## src/rtl/sfr_pkg.sv

```systemverilog
// Shared types and constants for the servo frame receiver.
// No dependencies; imported by every module of the block.
package sfr_pkg;

  localparam logic [7:0] HDR_BYTE = 8'hFF;

  typedef enum logic [2:0] {
    PH_HUNT1 = 3'd0,
    PH_HUNT2 = 3'd1,
    PH_ID    = 3'd2,
    PH_LEN   = 3'd3,
    PH_BODY  = 3'd4
  } phase_e;

  typedef enum logic [1:0] {
    ROLE_ID    = 2'd0,
    ROLE_LEN   = 2'd1,
    ROLE_PARAM = 2'd2,
    ROLE_CHK   = 2'd3
  } role_e;

  typedef enum logic [1:0] {
    ST_GOOD      = 2'd0,
    ST_BAD       = 2'd1,
    ST_TRUNCATED = 2'd2,
    ST_ABORTED   = 2'd3
  } status_e;

  typedef struct packed {
    logic       kind;     // 1 = idle timeout event
    logic [7:0] rx_byte;
  } item_t;

  typedef struct packed {
    logic       has_byte;
    logic [7:0] out_byte;
    role_e      byte_role;
    logic       frame_end;
    status_e    frame_status;
  } res_t;

endpackage

```

## src/rtl/sfr_in_stage.sv

```systemverilog
// Input register of the servo frame receiver.
// Depends on sfr_pkg (item_t).
module sfr_in_stage (
  input  logic          clk_i,
  input  logic          rst_ni,
  input  logic          in_valid_i,
  output logic          in_ready_o,
  input  sfr_pkg::item_t item_i,
  input  logic          advance_i,
  output logic          valid_o,
  output sfr_pkg::item_t item_o
);
  import sfr_pkg::*;

  logic  valid_q, valid_d;
  item_t item_q;

  // Register is free when empty or when its transaction moves on this cycle.
  assign in_ready_o = !valid_q || advance_i;

  always_comb begin
    valid_d = valid_q;
    if (in_ready_o) begin
      valid_d = in_valid_i;
    end
  end

  always_ff @(posedge clk_i or negedge rst_ni) begin
    if (!rst_ni) begin
      valid_q <= 1'b0;
    end else begin
      valid_q <= valid_d;
    end
  end

  always_ff @(posedge clk_i) begin
    if (in_ready_o && in_valid_i) begin
      item_q <= item_i;
    end
  end

  assign valid_o = valid_q;
  assign item_o  = item_q;

endmodule

```

## src/rtl/sfr_parser.sv

```systemverilog
// Frame parser: header hunt, role tagging, running checksum.
// Depends on sfr_pkg (phase_e, role_e, status_e, item_t, res_t).
module sfr_parser (
  input  logic          clk_i,
  input  logic          rst_ni,
  input  logic          advance_i,
  input  sfr_pkg::item_t item_i,
  output logic          res_valid_o,
  output sfr_pkg::res_t  res_o
);
  import sfr_pkg::*;

  phase_e     phase_q, phase_d;
  logic [7:0] left_q, left_d;   // body bytes still due, checksum included
  logic [7:0] sum_q, sum_d;
  logic       timeout;
  logic [7:0] b;

  assign timeout = item_i.kind;
  assign b       = item_i.rx_byte;

  // Next state
  always_comb begin
    phase_d = phase_q;
    left_d  = left_q;
    sum_d   = sum_q;
    if (advance_i) begin
      case (phase_q)
        PH_HUNT2: begin
          if (!timeout && b == HDR_BYTE) begin
            phase_d = PH_ID;
          end else begin
            phase_d = PH_HUNT1;
            left_d  = '0;
            sum_d   = '0;
          end
        end
        PH_ID, PH_LEN: begin
          if (timeout) begin
            phase_d = PH_HUNT1;
            left_d  = '0;
            sum_d   = '0;
          end else if (phase_q == PH_ID) begin
            sum_d   = b;
            phase_d = PH_LEN;
          end else begin
            sum_d   = sum_q + b;
            left_d  = (b == 8'd0) ? 8'd1 : b;  // length zero acts as one
            phase_d = PH_BODY;
          end
        end
        PH_BODY: begin
          if (!timeout && left_q > 8'd1) begin
            sum_d  = sum_q + b;
            left_d = left_q - 8'd1;
          end else begin
            phase_d = PH_HUNT1;
            left_d  = '0;
            sum_d   = '0;
          end
        end
        default: begin
          phase_d = (!timeout && b == HDR_BYTE) ? PH_HUNT2 : PH_HUNT1;
          left_d  = '0;
          sum_d   = '0;
        end
      endcase
    end
  end

  // Result of the current transaction
  always_comb begin
    res_valid_o        = 1'b0;
    res_o.has_byte     = 1'b0;
    res_o.out_byte     = '0;
    res_o.byte_role    = ROLE_ID;
    res_o.frame_end    = 1'b0;
    res_o.frame_status = ST_GOOD;
    case (phase_q)
      PH_ID, PH_LEN: begin
        res_valid_o = 1'b1;
        if (timeout) begin
          res_o.frame_end    = 1'b1;
          res_o.frame_status = ST_ABORTED;
        end else begin
          res_o.has_byte  = 1'b1;
          res_o.out_byte  = b;
          res_o.byte_role = (phase_q == PH_ID) ? ROLE_ID : ROLE_LEN;
        end
      end
      PH_BODY: begin
        res_valid_o = 1'b1;
        if (timeout) begin
          res_o.frame_end    = 1'b1;
          res_o.frame_status = ST_TRUNCATED;
        end else if (left_q > 8'd1) begin
          res_o.has_byte  = 1'b1;
          res_o.out_byte  = b;
          res_o.byte_role = ROLE_PARAM;
        end else begin
          res_o.has_byte     = 1'b1;
          res_o.out_byte     = b;
          res_o.byte_role    = ROLE_CHK;
          res_o.frame_end    = 1'b1;
          res_o.frame_status = (~sum_q == b) ? ST_GOOD : ST_BAD;
        end
      end
      default: begin
        res_valid_o = 1'b0;
      end
    endcase
  end

  always_ff @(posedge clk_i or negedge rst_ni) begin
    if (!rst_ni) begin
      phase_q <= PH_HUNT1;
      left_q  <= '0;
      sum_q   <= '0;
    end else begin
      phase_q <= phase_d;
      left_q  <= left_d;
      sum_q   <= sum_d;
    end
  end

endmodule

```

## src/rtl/sfr_out_stage.sv

```systemverilog
// Result register of the servo frame receiver.
// Depends on sfr_pkg (res_t).
module sfr_out_stage (
  input  logic         clk_i,
  input  logic         rst_ni,
  input  logic         advance_i,
  input  logic         res_valid_i,
  input  sfr_pkg::res_t res_i,
  output logic         free_o,
  output logic         out_valid_o,
  input  logic         out_ready_i,
  output sfr_pkg::res_t res_o
);
  import sfr_pkg::*;

  logic valid_q, valid_d;
  res_t res_q;

  assign free_o = !valid_q || out_ready_i;

  always_comb begin
    valid_d = valid_q && !out_ready_i;
    if (advance_i) begin
      valid_d = res_valid_i;
    end
  end

  always_ff @(posedge clk_i or negedge rst_ni) begin
    if (!rst_ni) begin
      valid_q <= 1'b0;
    end else begin
      valid_q <= valid_d;
    end
  end

  always_ff @(posedge clk_i) begin
    if (advance_i && res_valid_i) begin
      res_q <= res_i;
    end
  end

  assign out_valid_o = valid_q;
  assign res_o       = res_q;

endmodule

```

## src/rtl/servo_frame_receiver.sv

```systemverilog
// Servo frame receiver, top level: input register, parser, result register.
// Depends on sfr_pkg, sfr_in_stage, sfr_parser, sfr_out_stage.
//
// Usage:
//   Input channel (in_valid_i/in_ready_o) carries one event per transaction:
//   kind_i = 0 with a received byte in rx_byte_i, or kind_i = 1 for a link
//   idle timeout. The block hunts for FF FF, then emits the ID, length,
//   parameter and checksum bytes tagged by byte_role_o on the output channel
//   (out_valid_o/out_ready_o). frame_end_o marks the last result of a frame,
//   with frame_status_o giving good/bad checksum, truncated or aborted.
//   Header bytes and ignored timeouts produce no output transaction.
//   Path: a result passes from the input register through the parser into the
//   result register and then shows on out_valid_o; while the result register
//   is not free, its input transaction waits in the input register.
//   Throughput: one input transaction per cycle while the output is not
//   stalled; parser state is updated once per event.
//   Reset: the parser returns to header hunting with sum and count cleared;
//   both registers empty.
//   Stall: while the result register holds an untaken result, the input
//   register can still take one more transaction; after that in_ready_o drops.
module servo_frame_receiver (
  input  logic       clk_i,
  input  logic       rst_ni,
  input  logic       in_valid_i,
  output logic       in_ready_o,
  input  logic       kind_i,
  input  logic [7:0] rx_byte_i,
  output logic       out_valid_o,
  input  logic       out_ready_i,
  output logic       has_byte_o,
  output logic [7:0] out_byte_o,
  output logic [1:0] byte_role_o,
  output logic       frame_end_o,
  output logic [1:0] frame_status_o
);
  import sfr_pkg::*;

  item_t in_item, s1_item;
  res_t  p_res, o_res;
  logic  s1_valid, p_res_valid, out_free, advance;

  assign in_item.kind    = kind_i;
  assign in_item.rx_byte = rx_byte_i;
  assign advance         = s1_valid && out_free;

  sfr_in_stage u_in (
    .clk_i      (clk_i),
    .rst_ni     (rst_ni),
    .in_valid_i (in_valid_i),
    .in_ready_o (in_ready_o),
    .item_i     (in_item),
    .advance_i  (advance),
    .valid_o    (s1_valid),
    .item_o     (s1_item)
  );

  sfr_parser u_parser (
    .clk_i       (clk_i),
    .rst_ni      (rst_ni),
    .advance_i   (advance),
    .item_i      (s1_item),
    .res_valid_o (p_res_valid),
    .res_o       (p_res)
  );

  sfr_out_stage u_out (
    .clk_i       (clk_i),
    .rst_ni      (rst_ni),
    .advance_i   (advance),
    .res_valid_i (p_res_valid),
    .res_i       (p_res),
    .free_o      (out_free),
    .out_valid_o (out_valid_o),
    .out_ready_i (out_ready_i),
    .res_o       (o_res)
  );

  assign has_byte_o     = o_res.has_byte;
  assign out_byte_o     = o_res.out_byte;
  assign byte_role_o    = o_res.byte_role;
  assign frame_end_o    = o_res.frame_end;
  assign frame_status_o = o_res.frame_status;

endmodule

```

## config.mk

```make
export PLATFORM = sky130hd
export DESIGN_NAME = servo_frame_receiver
export DESIGN_NICKNAME = d
export VERILOG_FILES = /design/src/rtl/sfr_pkg.sv /design/src/rtl/sfr_in_stage.sv /design/src/rtl/sfr_parser.sv /design/src/rtl/sfr_out_stage.sv /design/src/rtl/servo_frame_receiver.sv
export SDC_FILE = /design/constraint.sdc
export NUM_CORES = 1
export LEC_CHECK = 0
export ABC_AREA = 1
export ABC_CLOCK_PERIOD_IN_PS = 1650
export BUFFER_PORTS_ARGS = -buffer_cell sky130_fd_sc_hd__buf_2
export CORE_MARGIN = 1.5
export CORE_UTILIZATION = 38
export CTS_CLUSTER_DIAMETER = 80
export DETAILED_ROUTE_END_ITERATION = 10
export PLACE_DENSITY = 0.68
export SYNTH_ARGS = -nofsm -noshare
export SYNTH_HDL_FRONTEND = slang
export SYNTH_SLANG_ARGS = --single-unit
```

## constraint.sdc

```tcl
create_clock -name clk_i -period 1.65 [get_ports clk_i]
set_clock_uncertainty 0.1 [all_clocks]
set_input_delay 0.165 -clock clk_i [delete_from_list [all_inputs] [get_ports clk_i]]
set_output_delay 0.165 -clock clk_i [all_outputs]
set_load 0.01 [all_outputs]
```

==> results of run 1 <==
==> path summary, 6_finish.rpt <==
kind,cells after the start,startpoint,slack [ns],endpoint
max,8,u_in.item_o[2],-0.16,u_parser.sum_q[5]
min,4,out_ready_i,0.05,u_out.out_valid_o
max reg2reg,8,u_in.item_o[2],-0.16,u_parser.sum_q[5]
min reg2reg,2,u_parser.sum_q[6],0.40,u_parser.sum_q[6]
max in group asynchronous,2,rst_ni,0.82,u_parser.phase_q[2]
min in group asynchronous,2,rst_ni,0.26,u_parser.left_q[2]
==> Yosys cell counts <==
library cell	instances
a21boi_0	1
a21o_1	1
a21oi_1	6
a31oi_1	1
buf_6	2
dfrtp_1	21
edfxtp_1	23
fa_1	1
ha_1	9
inv_1	43
inv_2	1
nand2_1	83
nand2_2	2
nand2_4	1
nand3_1	17
nand3_2	1
nand3b_1	3
nand4_1	7
nor2_1	28
nor2_2	1
nor2_4	3
nor3_1	3
o211ai_1	1
o21ai_0	14
o21ai_1	3
o21ai_2	7
o22ai_1	4
or2_2	1
xnor2_1	2
xor2_1	5
==> metal layers <==
layer  routed length, um  track usage  share of wire  up-vias
li1                    -            -              -     1147
met3                 385      0.04451          0.057       20
met2                3273       0.3211           0.49       82
met5                   0            0              0        -
met4                 193      0.08048          0.029        0
met1                2868       0.2193           0.43     1082
==> layout make-up <==
| cell class | count | area [um2] | area share |
|---|---|---|---|
| multi-input cells | 205 | 1335 | 0.3744 |
| flip-flops and latches | 44 | 1219 | 0.3418 |
| repair buffers | 86 | 658.1 | 0.1846 |
| inverters | 44 | 167.7 | 0.04702 |
| well taps | 77 | 96.34 | 0.02702 |
| clock buffers | 7 | 86.33 | 0.02421 |
| clock inverters | 1 | 3.754 | 0.001053 |
==> logic make-up (layout without fill, tap and decap cells) <==
logic type / after synthesis / after routing / synth area share
DFF: 44 / 44 / 0.4882
xor gates and xnor gates: 7 / 7 / 0.02461
and+or+nand+nor: 150 / 150 / 0.2662
buffers and inverters: 46 / 138 / 0.07534
AOI/OAI and AO/OA: 38 / 38 / 0.09242
adders and majority gates: 10 / 10 / 0.05324
==> repair_timing <==
action,CTS,global route
setup endpoints to repair,18,29
pin swaps,18,24
hold buffers,11,0
hold endpoints to repair,31,0
gates cloned,0,0
gates resized for setup,38,36
setup buffers,8,4
==> registers in the layout, summed over array words and instances, names as in the netlist <==
signal,cells
u_parser.sum_q,8
u_in.item_o,9
u_in.valid_o,1
u_out.out_valid_o,1
u_out.res_o,14
u_parser.left_q,8
u_parser.phase_q,3
==> power by group through the flow <==
stage          logic (mW)  registers, mW  clock network [mW]
2_1_floorplan      0.0749           1.21                   0
3_3_place_gp        0.164           1.21                   0
3_5_place_dp        0.166           1.21                   0
4_1_cts             0.209           1.19               0.701
5_1_grt             0.254           1.19               0.740
6_report            0.237           1.19               0.693
==> layout by cell type, fill, tap and decap left out, drive strengths merged, types with 2 or more instances in the layout <==
cell type	count
a21oi	6
inv	44
xor2	5
dlygate4sd3	11
dfrtp	21
xnor2	2
nand3	18
o22ai	4
edfxtp	23
buf	75
nor3	3
nand4	7
clkbuf	7
nor2	32
o21ai	24
nand3b	3
ha	9
nand2	86
==> worst max-delay path, cell delays in order, from the launching register on <==
cell	delay (ns)
edfxtp_1	0.46
buf_6	0.16
ha_4	0.25
or2_4	0.26
nand3_4	0.07
a21oi_2	0.05
nand3b_1	0.20
nand2_1	0.09
nand2_1	0.06
==> results_dict.tcl, run 1 <==
set metrics [dict create \
    status "complete, but fails checks" \
    violations "setup timing" \
    grt_pass1_vias 2288 \
    initial_core_util 0.3923 \
    synthTopCellsByArea "edfxtp_1 (28%), dfrtp_1 (21%), nand2_1 (13%)" \
    vias 2331 \
    whs_ns 0.05055 \
    clk_pin_slew_ns 0.08 \
    wl_um 6720 \
    p_sw_frac 0.2350 \
    io_buffers 28 \
    p_clk_frac 0.327 \
    syn_inst 295 \
    die-area_um2 7050 \
    drive_gt1_frac 0.3850 \
    hold_violations 0 \
    clk_path_buf_depth 2 \
    cts-root-buf "clkbuf_8" \
    cap_violations 0 \
    areaGrowthSynthToFinish_pct 43.14 \
    num-nets-final 409 \
    required_ns 1.74 \
    die_x_um 83.97 \
    slew_viol_final 0 \
    period_share 1.099 \
    preCtsSetupSlack_ns -0.1408 \
    min_path_type "input port to flip-flop" \
    h-tree-depth 2 \
    syn-num-nets 318 \
    stdcell_count 464 \
    end_kind "flip-flop" \
    gp_congestion 0.9630 \
    period_minus_slack_ns 1.813 \
    seqPwrFrac 0.560 \
    cts.sinks 44 \
    antenna_left 0 \
    rsz0062_at_grt "yes" \
    power-per-cell-area_nw_per_um2 593.6 \
    tns_ns -1.626 \
    io_pins 29 \
    max_freq_ghz 0.5514 \
    synth-seq-area-share 0.4882 \
    p_leak_nw 1.775 \
    dp_cells 436 \
    rows 29 \
    dr.first_iter.drc_count 206 \
    cp_max_fo 4 \
    overflow 0 \
    routed_via_density 5.024 \
    post_drt_wl_per_cell_um 14.48 \
    final_area_um2 3566 \
    cts_tree "done" \
    postPlaceCellArea_um2 3020 \
    total_power_mw 2.117 \
    setup_ws_ns -0.1634 \
    setup-violations-final 17 \
    p_int_mw 1.619 \
    max_slew.worst_pin.slew_ns 0.5091 \
    cp.arrival_ns 1.91 \
    grt_max_degree 22 \
    start_kind "flip-flop" \
    fin_util 0.5616 \
    cts_buffers 5 \
    hpwl_um 4685 \
    critical_path_class "flip-flop to flip-flop" \
    grt_pass1_wl_um 10320 \
    netlist.area_leader.share 0.2772 \
    dr.pass1.iters 4 \
    p_sw_mw 0.4974 \
    synth_cell_types 30 \
    power_frac_comb 0.112 \
    grt_use_total 0.1857 \
    slew_headroom 0.6606 \
    drc 0 \
    syn_area_um2 2491 \
    ys_warn_count 0 \
    clk_latency_ns 0.30 \
    n_fill_cell 559 \
    core_area_um2 6350 \
    synth_area_per_cell_um2 8.445 \
    ys_ff_latch 44 \
    yosys.area.top_type "edfxtp_1" \
    ir_drop_mv 0.3648 \
    die_h_um 83.97 \
    n_antenna_cell 0 \
    antenna_found_initial 0 \
]
(Power assumes the default switching activity.)
==> inputs of run 2 (changes only) <==
CELL_PAD_IN_SITES_DETAIL_PLACEMENT = 1   (was default)
CELL_PAD_IN_SITES_GLOBAL_PLACEMENT = 2   (was default)
CORE_MARGIN = 2   (was 1.5)
CORE_UTILIZATION = 32   (was 38)
PLACE_DENSITY = 0.86   (was 0.68)
==> results_dict.tcl, run 2 (same netlist as run 1, synthesis figures left out) <==
set metrics [dict create \
    ir_drop_mv 0.2893 \
    clk_latency_ns 0.30 \
    antenna_left 0 \
    core_area_um2 7647 \
    grt_pass1_wl_um 12510 \
    period_share 1.144 \
    drive_gt1_frac 0.4502 \
    cap_violations 0 \
    dr.first_iter.drc_count 122 \
    io_pins 29 \
    initial_core_util 0.3258 \
    max_freq_ghz 0.5299 \
    dr.pass1.iters 4 \
    die_x_um 92.23 \
    rsz0062_at_grt "yes" \
    cp.arrival_ns 2.03 \
    overflow 0 \
    vias 2450 \
    grt_use_total 0.1925 \
    p_leak_nw 1.877 \
    drc 0 \
    start_kind "flip-flop" \
    fin_util 0.4971 \
    grt_pass1_vias 2452 \
    grt_max_degree 22 \
    final_common_cell "nand2_1" \
    hold_violations 0 \
    power-per-cell-area_nw_per_um2 557.7 \
    end_kind "flip-flop" \
    routed_via_density 4.861 \
    critical_path_class "flip-flop to flip-flop" \
    slew_viol_final 0 \
    setup-violations-final 17 \
    n_antenna_cell 0 \
    antenna_found_initial 0 \
    max_slew.worst_pin.slew_ns 0.5746 \
    die-area_um2 8506 \
    period_minus_slack_ns 1.887 \
    final_cell_mix "nand2_1 (65), buf_4 (53), inv_1 (31), buf_2 (28)" \
    gp_congestion 0.9046 \
    rows 32 \
    wl_um 8512 \
    hpwl_um 5823 \
    whs_ns 0.05479 \
    cts-root-buf "clkbuf_8" \
    die_h_um 92.23 \
    cts.sinks 44 \
    h-tree-depth 2 \
    min_path_type "input port to flip-flop" \
    largest_register_ffs 14 \
    status "complete, but fails checks" \
    clk_path_buf_depth 2 \
    multi_input_area_um2 1425 \
    io_buffers 28 \
    slew_headroom 0.6170 \
    clk_pin_slew_ns 0.09 \
    cp_max_fo 3 \
    num-nets-final 425 \
    post_drt_wl_per_cell_um 16.89 \
    violations "setup timing" \
    seq_area_um2 1217 \
    cts_tree "done" \
    total_power_mw 2.120 \
    cts_buffers 5 \
    setup_ws_ns -0.2373 \
    n_fill_cell 884 \
    required_ns 1.79 \
    areaGrowthSynthToFinish_pct 52.59 \
]
-- run 2: cell count changes in the layout (fill, tap and decap cells not counted), moves of 4 or more --
| cell | previous run | this run |
|---|---|---|
| buf_4 | 37 | 53 |
| inv_1 | 36 | 31 |
| inv_2 | 7 | 12 |
| o21ai_2 | 9 | 14 |
| o21ai_0 | 8 | 4 |
-- run 2: final timing paths --
kind	from	end	slack, ns	depth (start not counted)
hold reg to reg	u_parser.sum_q[7]	u_parser.sum_q[7]	0.42	2
setup / recovery	u_in.item_o[0]	u_parser.sum_q[2]	-0.24	7
hold / removal	out_ready_i	u_out.out_valid_o	0.05	4
max in group asynchronous	rst_ni	u_parser.phase_q[2]	0.76	2
setup reg to reg	u_in.item_o[0]	u_parser.sum_q[2]	-0.24	7
min in group asynchronous	rst_ni	u_parser.left_q[5]	0.29	2
-- run 2: timing repair --
| action | in CTS | in global routing |
|---|---|---|
| endpoints found under the setup margin | 18 | 40 |
| hold buffers | 11 | 0 |
| hold endpoints to repair | 31 | 0 |
| pin swaps | 13 | 31 |
| gates resized for setup | 41 | 60 |
| setup buffers | 5 | 11 |
-- run 2: cell type report --
type | instances | area share
flip-flops and latches | 44 | 0.3203
clock buffers | 5 | 0.01810
multi-input cells | 205 | 0.3749
repair buffers | 102 | 0.2057
inverters | 44 | 0.04411
clock inverters | 2 | 0.003292
well taps | 102 | 0.03357
-- run 2: power breakdown --
group          internal (mW)  leakage (nW)  switching [mW]
clock network          0.287        0.0400           0.384
registers               1.17         0.504          0.0190
logic                  0.126          1.33           0.135
total                   1.58          1.88           0.538
-- run 2: per-stage QoR --
step	setup WS [ns]	TNS (ns)	instance area [um2]	instances
after floorplan	-0.02554	-0.03604	2509	295
after global placement	-0.1422	-1.128	3127	471
after detailed placement	-0.2972	-1.921	3127	471
after CTS	-0.1966	-0.6570	3517	494
after global routing	-0.2892	-2.637	3801	504
final	-0.2373	-1.337	3801	504
-- run 2: routing by layer --
metal | part of all wire | GRT usage | vias up
met5 | 0 | 0 | -
met1 | 0.40 | 0.2323 | 1178
met2 | 0.53 | 0.3413 | 75
met4 | 0.024 | 0.07587 | 0
met3 | 0.048 | 0.03205 | 16
li1 | - | - | 1181
-- run 2: critical path: stages (launching register included) --
cell	delay (ns)
edfxtp_1	0.45
ha_4	0.20
fa_2	0.41
xnor2_2	0.17
buf_4	0.14
o22ai_2	0.19
nand2_1	0.08
nand2_1	0.08
==> inputs of run 3 (changes only) <==
RECOVER_POWER = 50   (was default)
==> results_dict.tcl, run 3 (same netlist as run 1, synthesis figures left out) <==
set metrics [dict create \
    required_ns 1.79 \
    setup-violations-final 17 \
    wl_um 8535 \
    drc 0 \
    seqPwrFrac 0.560 \
    final_cell_mix "nand2_1 (65), buf_4 (53), inv_1 (31), nor2_1 (23), edfxtp_1 (23)" \
    rsz0062_at_grt "yes" \
    slew_viol_final 0 \
    violations "setup timing" \
    num-nets-final 425 \
    p_clk_frac 0.317 \
    routed.top_layer "met4" \
    critical_path_class "flip-flop to flip-flop" \
    grt_pass1_vias 2452 \
    p_leak_nw 1.846 \
    multi_input_area_um2 1425 \
    dr.first_iter.drc_count 120 \
    start_kind "flip-flop" \
    cp_max_fo 3 \
    final_area_um2 3786 \
    cts_tree "done" \
    met3WireLength_um 352 \
    final_common_cell "nand2_1" \
    clk_path_buf_depth 2 \
    grt_use_total 0.1925 \
    p_int_mw 1.582 \
    n_fill_cell 888 \
    antenna_found_initial 0 \
    max_slew.worst_pin.slew_ns 0.6404 \
    preCtsSetupSlack_ns -0.2972 \
    total_power_mw 2.121 \
    grt_max_degree 22 \
    period_share 1.145 \
    h-tree-depth 2 \
    power_frac_comb 0.123 \
    largest_register_ffs 14 \
    end_kind "flip-flop" \
    period_minus_slack_ns 1.890 \
    die_x_um 92.23 \
    hpwl_um 5823 \
    io_buffers 28 \
    p_sw_mw 0.5384 \
    cap_violations 0 \
    max_freq_ghz 0.5291 \
    post_drt_wl_per_cell_um 16.93 \
    power-per-cell-area_nw_per_um2 560.1 \
    cts_buffers 5 \
    initial_core_util 0.3258 \
    rows 32 \
    gp_congestion 0.9046 \
    ir_drop_mv 0.2892 \
    die-area_um2 8506 \
    drive_gt1_frac 0.4204 \
    io_pins 29 \
    areaGrowthSynthToFinish_pct 51.98 \
    dr.pass1.iters 4 \
    m1WireLength_um 3458 \
    setup_ws_ns -0.2399 \
    met2RoutedLength_um 4532 \
    clk_pin_slew_ns 0.09 \
    antenna_left 0 \
    postPlaceCellArea_um2 3127 \
    slew_headroom 0.5731 \
    cts-root-buf "clkbuf_8" \
    seq_area_um2 1217 \
    die_h_um 92.23 \
    core_area_um2 7647 \
    routed_via_density 4.855 \
    p_sw_frac 0.2539 \
    cts.sinks 44 \
    min_path_type "input port to flip-flop" \
    fin_util 0.4951 \
    status "complete, but fails checks" \
    grt_pass1_wl_um 12510 \
    clk_latency_ns 0.30 \
    n_antenna_cell 0 \
    hold_violations 0 \
    vias 2447 \
    tns_ns -1.335 \
    cp.arrival_ns 2.03 \
    overflow 0 \
]
## run 3: metal layers
metal,global-route usage,vias up
li1,-,1180
met1,0.2323,1182
met2,0.3413,71
met3,0.03205,14
met4,0.07587,0
met5,0,-
## run 3: stage by stage
stage	std cells	hold WS, ns
2_1_floorplan	295	-0.2306
3_3_place_gp	471	0.08616
3_5_place_dp	471	0.1061
4_1_cts	494	0.06390
5_1_grt	504	0.08071
6_report	504	0.05467
## run 3: area by class of cell
| cell class | instances | area share |
|---|---|---|
| clock buffers | 5 | 0.01818 |
| repair buffers | 102 | 0.2026 |
| clock inverters | 2 | 0.003305 |
| well taps | 102 | 0.03371 |
| inverters | 44 | 0.04428 |
| multi-input cells | 205 | 0.3764 |
| flip-flops and latches | 44 | 0.3215 |
## run 3: path summary, 6_finish.rpt
check	start	endpoint	slack (ns)	depth (start not counted)
min in group asynchronous	rst_ni	u_parser.left_q[5]	0.31	2
worst min-delay path	out_ready_i	u_out.out_valid_o	0.05	4
worst max-delay path	u_in.item_o[0]	u_parser.sum_q[2]	-0.24	7
worst max register to register	u_in.item_o[0]	u_parser.sum_q[2]	-0.24	7
max in group asynchronous	rst_ni	u_parser.phase_q[2]	0.69	2
worst min register to register	u_parser.sum_q[7]	u_parser.sum_q[7]	0.42	2
## run 3: what timing repair did
item                       4_1_cts  5_1_grt
hold buffers                    11        0
setup buffers                    5       11
resized for setup               41       60
pin swaps                       13       31
setup endpoints to repair       18       40
hold endpoints to repair        31        0
## run 3: power groups by stage
stage | sequential (mW) | combinational [mW] | clock (mW)
2_1_floorplan | 1.21 | 0.0749 | 0
3_3_place_gp | 1.21 | 0.174 | 0
3_5_place_dp | 1.21 | 0.179 | 0
4_1_cts | 1.19 | 0.230 | 0.689
5_1_grt | 1.19 | 0.281 | 0.725
6_report | 1.19 | 0.261 | 0.672
## run 3: critical path, stage by stage, from the launching register on
cell and delay, ns:
edfxtp_1 0.45, ha_4 0.20, fa_2 0.41, xnor2_2 0.17, buf_4 0.14, o22ai_2 0.19, nand2_1 0.08, nand2_1 0.08
